[src/design/dle_pkg.sv]
// Types and constants of the DLE/STX/ETX deframer.
package dle_pkg;

	localparam logic [7:0] STX_BYTE = 8'h02;
	localparam logic [7:0] ETX_BYTE = 8'h03;
	localparam logic [7:0] DLE_BYTE = 8'h10;

	localparam int Q_DEPTH = 2;
	localparam int Q_PTR_W = $clog2(Q_DEPTH);
	localparam int Q_CNT_W = $clog2(Q_DEPTH + 1);

	// What the back end must emit for one queued entry.
	typedef enum logic [1:0] {
		CMD_ONE,
		CMD_PAIR,
		CMD_END
	} cmd_kind_t;

	typedef struct packed {
		cmd_kind_t  kind;
		logic [7:0] byte_val;
		logic       bad;
	} cmd_t;

	typedef struct packed {
		logic [7:0] data_byte;
		logic       data_valid;
		logic       frame_end;
		logic       frame_bad;
		logic       item_last;
	} out_word_t;

endpackage

[src/design/dle_in_if.sv]
// Input channel: raw framed bytes.
interface dle_in_if;
	logic       valid;
	logic       ready;
	logic [7:0] in_byte;
	logic       frame_last;

	modport source (output valid, output in_byte, output frame_last, input ready);
	modport sink   (input valid, input in_byte, input frame_last, output ready);
endinterface

[src/design/dle_out_if.sv]
// Output channel: unescaped payload bytes and frame verdicts.
interface dle_out_if;
	logic       valid;
	logic       ready;
	logic [7:0] data_byte;
	logic       data_valid;
	logic       frame_end;
	logic       frame_bad;
	logic       item_last;

	modport source (output valid, output data_byte, output data_valid, output frame_end,
		output frame_bad, output item_last, input ready);
	modport sink   (input valid, input data_byte, input data_valid, input frame_end,
		input frame_bad, input item_last, output ready);
endinterface

[src/design/dle_front.sv]
// Front end: accepts raw bytes, tracks framing state, queues emit commands.
module dle_front (
	input  logic          clk,
	input  logic          arst_n,
	dle_in_if.sink        framed,
	input  logic          q_full,
	output logic          push,
	output dle_pkg::cmd_t push_cmd
);

	logic at_start_q;
	logic esc_q;
	logic start_bad_q;
	logic acc;

	assign framed.ready = !q_full;
	assign acc = framed.valid && framed.ready;

	always_comb begin
		push              = 1'b0;
		push_cmd.kind     = dle_pkg::CMD_ONE;
		push_cmd.byte_val = framed.in_byte;
		push_cmd.bad      = 1'b0;
		if (acc) begin
			if (framed.frame_last) begin
				push          = 1'b1;
				push_cmd.kind = dle_pkg::CMD_END;
				push_cmd.bad  = at_start_q || start_bad_q ||
					(framed.in_byte != dle_pkg::ETX_BYTE);
			end else if (at_start_q) begin
				push = 1'b0;
			end else if (esc_q) begin
				push = 1'b1;
				if (framed.in_byte inside {dle_pkg::STX_BYTE, dle_pkg::ETX_BYTE,
					dle_pkg::DLE_BYTE}) begin
					push_cmd.kind = dle_pkg::CMD_ONE;
				end else begin
					push_cmd.kind = dle_pkg::CMD_PAIR;
				end
			end else if (framed.in_byte != dle_pkg::DLE_BYTE) begin
				push = 1'b1;
			end
		end
	end

	always_ff @(posedge clk or negedge arst_n) begin
		if (!arst_n) begin
			at_start_q  <= 1'b1;
			esc_q       <= 1'b0;
			start_bad_q <= 1'b0;
		end else if (acc) begin
			if (framed.frame_last) begin
				at_start_q  <= 1'b1;
				esc_q       <= 1'b0;
				start_bad_q <= 1'b0;
			end else if (at_start_q) begin
				at_start_q  <= 1'b0;
				esc_q       <= 1'b0;
				start_bad_q <= (framed.in_byte != dle_pkg::STX_BYTE);
			end else if (esc_q) begin
				esc_q <= 1'b0;
			end else begin
				esc_q <= (framed.in_byte == dle_pkg::DLE_BYTE);
			end
		end
	end

endmodule

[src/design/dle_queue.sv]
// Small command queue between front and back end.
module dle_queue (
	input  logic          clk,
	input  logic          arst_n,
	input  logic          push,
	input  dle_pkg::cmd_t push_cmd,
	input  logic          pop,
	output dle_pkg::cmd_t head,
	output logic          empty,
	output logic          full
);

	dle_pkg::cmd_t                 mem_q [dle_pkg::Q_DEPTH];
	logic [dle_pkg::Q_PTR_W-1:0]   wr_ptr_q;
	logic [dle_pkg::Q_PTR_W-1:0]   rd_ptr_q;
	logic [dle_pkg::Q_CNT_W-1:0]   count_q;

	assign empty = (count_q == '0);
	assign full  = (count_q == dle_pkg::Q_CNT_W'(dle_pkg::Q_DEPTH));
	assign head  = mem_q[rd_ptr_q];

	always_ff @(posedge clk) begin
		if (push) begin
			mem_q[wr_ptr_q] <= push_cmd;
		end
	end

	always_ff @(posedge clk or negedge arst_n) begin
		if (!arst_n) begin
			wr_ptr_q <= '0;
			rd_ptr_q <= '0;
			count_q  <= '0;
		end else begin
			if (push) begin
				wr_ptr_q <= wr_ptr_q + 1'b1;
			end
			if (pop) begin
				rd_ptr_q <= rd_ptr_q + 1'b1;
			end
			case ({push, pop})
				2'b10:   count_q <= count_q + 1'b1;
				2'b01:   count_q <= count_q - 1'b1;
				default: count_q <= count_q;
			endcase
		end
	end

endmodule

[src/design/dle_back.sv]
// Back end: expands queued commands into output words behind an output register.
module dle_back (
	input  logic          clk,
	input  logic          arst_n,
	input  dle_pkg::cmd_t head,
	input  logic          empty,
	output logic          pop,
	dle_out_if.source     deframed
);

	logic               valid_q;
	logic               phase_q;
	dle_pkg::out_word_t word_q;
	dle_pkg::out_word_t word_nxt;
	logic               ld;
	logic               first_of_pair;

	assign ld            = !valid_q || deframed.ready;
	assign first_of_pair = (head.kind == dle_pkg::CMD_PAIR) && !phase_q;
	assign pop           = ld && !empty && !first_of_pair;

	always_comb begin
		word_nxt.data_byte  = head.byte_val;
		word_nxt.data_valid = 1'b1;
		word_nxt.frame_end  = 1'b0;
		word_nxt.frame_bad  = 1'b0;
		word_nxt.item_last  = 1'b1;
		case (head.kind)
			dle_pkg::CMD_ONE: begin
				word_nxt.item_last = 1'b1;
			end
			dle_pkg::CMD_PAIR: begin
				// escaped ordinary byte: DLE goes out first
				if (!phase_q) begin
					word_nxt.data_byte = dle_pkg::DLE_BYTE;
					word_nxt.item_last = 1'b0;
				end
			end
			dle_pkg::CMD_END: begin
				word_nxt.data_byte  = 8'h00;
				word_nxt.data_valid = 1'b0;
				word_nxt.frame_end  = 1'b1;
				word_nxt.frame_bad  = head.bad;
			end
			default: begin
				word_nxt.data_valid = 1'b0;
			end
		endcase
	end

	always_ff @(posedge clk or negedge arst_n) begin
		if (!arst_n) begin
			valid_q <= 1'b0;
			phase_q <= 1'b0;
		end else if (ld) begin
			valid_q <= !empty;
			if (!empty) begin
				phase_q <= first_of_pair;
			end
		end
	end

	always_ff @(posedge clk) begin
		if (ld && !empty) begin
			word_q <= word_nxt;
		end
	end

	assign deframed.valid      = valid_q;
	assign deframed.data_byte  = word_q.data_byte;
	assign deframed.data_valid = word_q.data_valid;
	assign deframed.frame_end  = word_q.frame_end;
	assign deframed.frame_bad  = word_q.frame_bad;
	assign deframed.item_last  = word_q.item_last;

endmodule

[src/design/dle_byte_stuffing_deframer.sv]
// DLE/STX/ETX deframer: takes one raw byte per word on framed, marks the frame's
// last byte with frame_last, and returns unescaped payload bytes on deframed with
// a closing word that carries frame_end and the frame_bad verdict. Bad frames are
// not dropped here; downstream logic discards them. The input takes one byte per
// cycle while the two-entry command queue has room; the output register sends one
// word per cycle while the receiver is ready, so a DLE followed by an ordinary
// byte is sent as two output words and, with the output never stalled, is the
// only case that can hold the input off. A stalled receiver holds the input off
// once the queue fills. A byte's first result passes through the command queue
// and the output register before it is offered on deframed.
module dle_byte_stuffing_deframer (
	input  logic      clk,
	input  logic      arst_n,
	dle_in_if.sink    framed,
	dle_out_if.source deframed
);

	logic          push;
	dle_pkg::cmd_t push_cmd;
	logic          pop;
	dle_pkg::cmd_t head;
	logic          empty;
	logic          full;

	dle_front u_front (
		.clk      (clk),
		.arst_n   (arst_n),
		.framed   (framed),
		.q_full   (full),
		.push     (push),
		.push_cmd (push_cmd)
	);

	dle_queue u_queue (
		.clk      (clk),
		.arst_n   (arst_n),
		.push     (push),
		.push_cmd (push_cmd),
		.pop      (pop),
		.head     (head),
		.empty    (empty),
		.full     (full)
	);

	dle_back u_back (
		.clk      (clk),
		.arst_n   (arst_n),
		.head     (head),
		.empty    (empty),
		.pop      (pop),
		.deframed (deframed)
	);

endmodule

[src/flat_wrapper.sv]
// flat-port wrapper written by rule: the top's interface ports become plain ports
module dle_byte_stuffing_deframer_flat 
  (clk, arst_n, framed_valid, framed_in_byte, framed_frame_last, framed_ready, deframed_valid, deframed_data_byte, deframed_data_valid, deframed_frame_end, deframed_frame_bad, deframed_item_last, deframed_ready);
  dle_in_if framed_i ();
  dle_out_if deframed_i ();
  input  logic clk;
  input  logic arst_n;
  input wire logic [$bits(framed_i.valid)-1:0] framed_valid;
  input wire logic [$bits(framed_i.in_byte)-1:0] framed_in_byte;
  input wire logic [$bits(framed_i.frame_last)-1:0] framed_frame_last;
  output wire logic [$bits(framed_i.ready)-1:0] framed_ready;
  output wire logic [$bits(deframed_i.valid)-1:0] deframed_valid;
  output wire logic [$bits(deframed_i.data_byte)-1:0] deframed_data_byte;
  output wire logic [$bits(deframed_i.data_valid)-1:0] deframed_data_valid;
  output wire logic [$bits(deframed_i.frame_end)-1:0] deframed_frame_end;
  output wire logic [$bits(deframed_i.frame_bad)-1:0] deframed_frame_bad;
  output wire logic [$bits(deframed_i.item_last)-1:0] deframed_item_last;
  input wire logic [$bits(deframed_i.ready)-1:0] deframed_ready;
  assign framed_i.valid = framed_valid;
  assign framed_i.in_byte = framed_in_byte;
  assign framed_i.frame_last = framed_frame_last;
  assign framed_ready = framed_i.ready;
  assign deframed_valid = deframed_i.valid;
  assign deframed_data_byte = deframed_i.data_byte;
  assign deframed_data_valid = deframed_i.data_valid;
  assign deframed_frame_end = deframed_i.frame_end;
  assign deframed_frame_bad = deframed_i.frame_bad;
  assign deframed_item_last = deframed_i.item_last;
  assign deframed_i.ready = deframed_ready;
  dle_byte_stuffing_deframer u_core (.clk(clk), .arst_n(arst_n), .framed(framed_i), .deframed(deframed_i));
endmodule
[config.mk]
export PLATFORM = sky130hd
export DESIGN_NAME = dle_byte_stuffing_deframer_flat
export DESIGN_NICKNAME = d
export VERILOG_FILES = /design/src/design/dle_pkg.sv /design/src/design/dle_in_if.sv /design/src/design/dle_out_if.sv /design/src/design/dle_front.sv /design/src/design/dle_queue.sv /design/src/design/dle_back.sv /design/src/design/dle_byte_stuffing_deframer.sv /design/src/flat_wrapper.sv
export SDC_FILE = /design/constraint.sdc
export NUM_CORES = 1
export LEC_CHECK = 0
export BUFFER_PORTS_ARGS = -buffer_cell sky130_fd_sc_hd__buf_2
export CAP_MARGIN = 20
export CELL_PAD_IN_SITES_DETAIL_PLACEMENT = 0
export CELL_PAD_IN_SITES_GLOBAL_PLACEMENT = 1
export CORE_UTILIZATION = 45
export CTS_CLUSTER_SIZE = 28
export DETAILED_ROUTE_END_ITERATION = 8
export PLACE_DENSITY_LB_ADDON = 0.1
export SLEW_MARGIN = 0
export SYNTH_ARGS = -nofsm -noshare
export SYNTH_HDL_FRONTEND = slang
export SYNTH_HIERARCHICAL = 1
export SYNTH_SLANG_ARGS = --single-unit
[constraint.sdc]
create_clock -name clk -period 3 [get_ports clk]
set_clock_uncertainty 0.1 [all_clocks]
set_input_delay 0.3 -clock clk [delete_from_list [all_inputs] [get_ports clk]]
set_output_delay 0.3 -clock clk [all_outputs]
set_load 0.1 [all_outputs]
==> flow_metrics.py <==
metrics = {
    "logic_synthesis": {
        "synth_top_cells_by_count": "edfxtp_1 (34), inv_1 (12), mux2_2 (11)",
        "ys.flop_type": "edfxtp_1",
        "ys_warn_count": 6,
        "syn_area_sq_um": 1890,
        "synth_edf_count": 34,
        "synthTopCellsByArea": "edfxtp_1 (54%), dfrtp_1 (11%), mux2_2 (6.6%), buf_4 (3.6%), ha_1 (3.3%)",
        "synth.most_common_cell": "edfxtp_1",
        "synth-async-reset-ratio": 0.209,
        "yosysUniqueCellTypes": 33,
        "synth-seq-area-share": 0.660,
        "synth_top_area_frac": 0.540,
        "syn_nets": 148,
        "avgSynthCellArea_sq_um": 14.5,
        "ys_seq_elements": 43,
        "syn_inst": 130,
        "synth.largest_area_cell": "edfxtp_1",
    },
    "clock_tree": {
        "htreeDepth": 2,
        "insertion_delay_ns": 0.29,
        "cts-buffers-inserted": 5,
        "cts_tree": "yes",
        "post_cts_buffers": 0,
        "cts_buffer_depth": 2,
        "cts_resized": 0,
        "clk_pin_slew_ns": 0.07,
        "cts_hold_buf": 1,
        "cts-root-buf": "clkbuf_8",
        "clkSinkCount": 43,
    },
    "setup_path": {
        "criticalPathCategory": "reg -> reg",
        "reg2reg_depth": 9,
        "rrSetupSlack_ns": 0.57,
        "path_max_fanout": 12,
        "r2r-start": "u_core/u_queue/rd_ptr_q",
        "crit_start": "u_core/u_queue/rd_ptr_q",
        "arrival_ns": 2.55,
        "cp.required_ns": 3.12,
        "worstSetupStartpointType": "flop",
        "cp-end-kind": "flop",
        "crit_end": "u_core/u_queue/count_q[1]",
        "r2r-end": "u_core/u_queue/count_q[1]",
    },
    "layout": {
        "area_delta_synth_final_pct": 11.8,
        "fill_cells": 363,
        "final_layout_size_suffix_gt1_frac": 0.350,
        "seq_area_sq_um": 1250,
        "multi_input_area_sq_um": 527,
        "n_antenna_cell": 0,
        "nNetsFinal": 174,
        "final_cell_area_sq_um": 2110,
    },
    "global_routing": {
        "antenna_found_initial": 0,
        "grt_pass1_vias": 991,
        "grt_start_max_net_pins": 15,
        "grt_usage": 0.155,
        "grt_pass1_wl_mm": 4.67,
        "grt-ovfl-total": 0,
    },
    "floorplanning": {
        "die_h_um": 66.8,
        "initial_core_util": 0.469,
        "die_area_sq_um": 4460,
        "fp.dieW_um": 66.8,
        "io_pins": 27,
        "core-area_sq_um": 4030,
        "floorplan.rows": 23,
    },
    "detailed_routing": {
        "drcViolationCount": 0,
        "drt-pass1-iter-count": 4,
        "wl_mm": 2.79,
        "ant_nets": 0,
        "drt_iter0_markers": 47,
        "vias": 991,
        "routed_via_density": 4.79,
        "routedWlPerCell_um": 13.5,
    },
    "status": {
        "outcome": "complete, no violations",
    },
    "timing": {
        "hold_viol": 0,
        "finalSetupTns_ns": 0,
        "slew_headroom": 0.647,
        "setup_violations": 0,
        "worst_pin_slew_ns": 0.530,
        "layout_min_cycle_time_ns": 2.43,
        "fmax_ghz": 0.412,
        "final-max-slew-violation-count": 0,
        "rsz0062_at_grt": "no",
        "post-route-period-util": 0.810,
    },
    "placement": {
        "port_buffers": 26,
        "gp_congestion": 0.769,
        "dpl_cell_area_sq_um": 2020,
        "place_hpwl_mm": 2.04,
    },
    "job": {
        "cap_violations": 0,
    },
    "min_path": {
        "hold_path_class": "in -> reg",
    },
}
## critical path: stages (launching register included)
cell     delay [ns]
dfrtp_1        0.64
mux2_2         0.41
inv_1          0.10
ha_1           0.22
inv_1          0.07
nor2_1         0.13
nor2b_1        0.09
ha_1           0.31
nor2_1         0.14
xor2_1         0.14
## how the worst min path moves through the flow
stage	from	slack (ns)	endpoint	cells after the start
final	framed_in_byte[7]	0.11	u_core/u_queue/mem_q[1][8]	1
after global routing	framed_in_byte[2]	0.09	u_core/u_queue/mem_q[1][3]	1
after CTS	framed_in_byte[7]	0.1	u_core/u_queue/mem_q[1][8]	1
after detailed placement	arst_n	0.06	u_core/u_queue/count_q[1]	1
after global placement	arst_n	0.07	u_core/u_queue/count_q[1]	1
after floorplan	arst_n	-0.1	u_core/u_back/deframed.valid	0
## metrics by stage
step	util	cells	hold WS (ns)	setup slack, ns
4_1_cts	0.525	207	0.0990	0.532
3_5_place_dp	0.502	198	0.0626	0.533
6_report	0.525	207	0.110	0.571
3_3_place_gp	0.502	198	0.0668	0.680
5_1_grt	0.525	207	0.0940	0.320
2_1_floorplan	-	130	-0.0956	0.779
## per-layer routing
layer / global-route usage / part of all wire
met2: 0.227 / 0.46
met1: 0.193 / 0.47
met5: 0 / 0
met4: 0.0878 / 0.019
met3: 0.0616 / 0.050
## state kept, by name, summed over array words and instances (netlist names)
| name | count |
|---|---|
| u_core/u_queue/mem_q | 22 |
| u_core/u_back/deframed.data_byte | 8 |
| u_core/u_queue/count_q | 2 |
| u_core/u_back/deframed.data_valid | 1 |
| u_core/u_back/deframed.frame_bad | 1 |
| u_core/u_back/deframed.frame_end | 1 |
| u_core/u_back/deframed.item_last | 1 |
| u_core/u_back/deframed.valid | 1 |
| u_core/u_back/phase_q | 1 |
| u_core/u_front/at_start_q | 1 |
| u_core/u_front/esc_q | 1 |
| u_core/u_front/start_bad_q | 1 |
| u_core/u_queue/rd_ptr_q | 1 |
| u_core/u_queue/wr_ptr_q | 1 |
## final cells by class
type | instances | share of cell area
clock buffer | 7 | 0.0361
sequential | 43 | 0.590
multi-input combinational | 65 | 0.249
clock inverter | 1 | 0.00237
tap | 50 | 0.0296
timing repair buffer | 28 | 0.0698
inverter | 13 | 0.0231
## cells by family after synthesis
| family | after synthesis | synth area share |
|---|---|---|
| flip-flops | 43 | 0.660 |
| adder cells (fa/ha/maj) | 5 | 0.0331 |
| AO/OA/AOI/OAI | 13 | 0.0496 |
| multiplexers | 12 | 0.0735 |
| XOR/XNOR | 5 | 0.0232 |
| AND/OR/NAND/NOR | 30 | 0.0993 |
| buffers and inverters | 22 | 0.0615 |
## layout by cell type (no fill, tap or decap), types with 2 or more instances in the layout
cell type and n:
inv_1 12, clkbuf_8 5, a21oi_1 3, clkbuf_1 2, buf_2 26, ha_1 5, nor2_1 7, edfxtp_1 34
a31oi_1 2, xnor2_1 2, o21ai_0 3, nand2_1 2, xor2_1 3, nor2b_1 9, and2_1 2, mux2_2 11
dfrtp_1 8
Power is not shown: default switching activity piles up to over one toggle a cycle in this logic, so the estimate is an artifact.
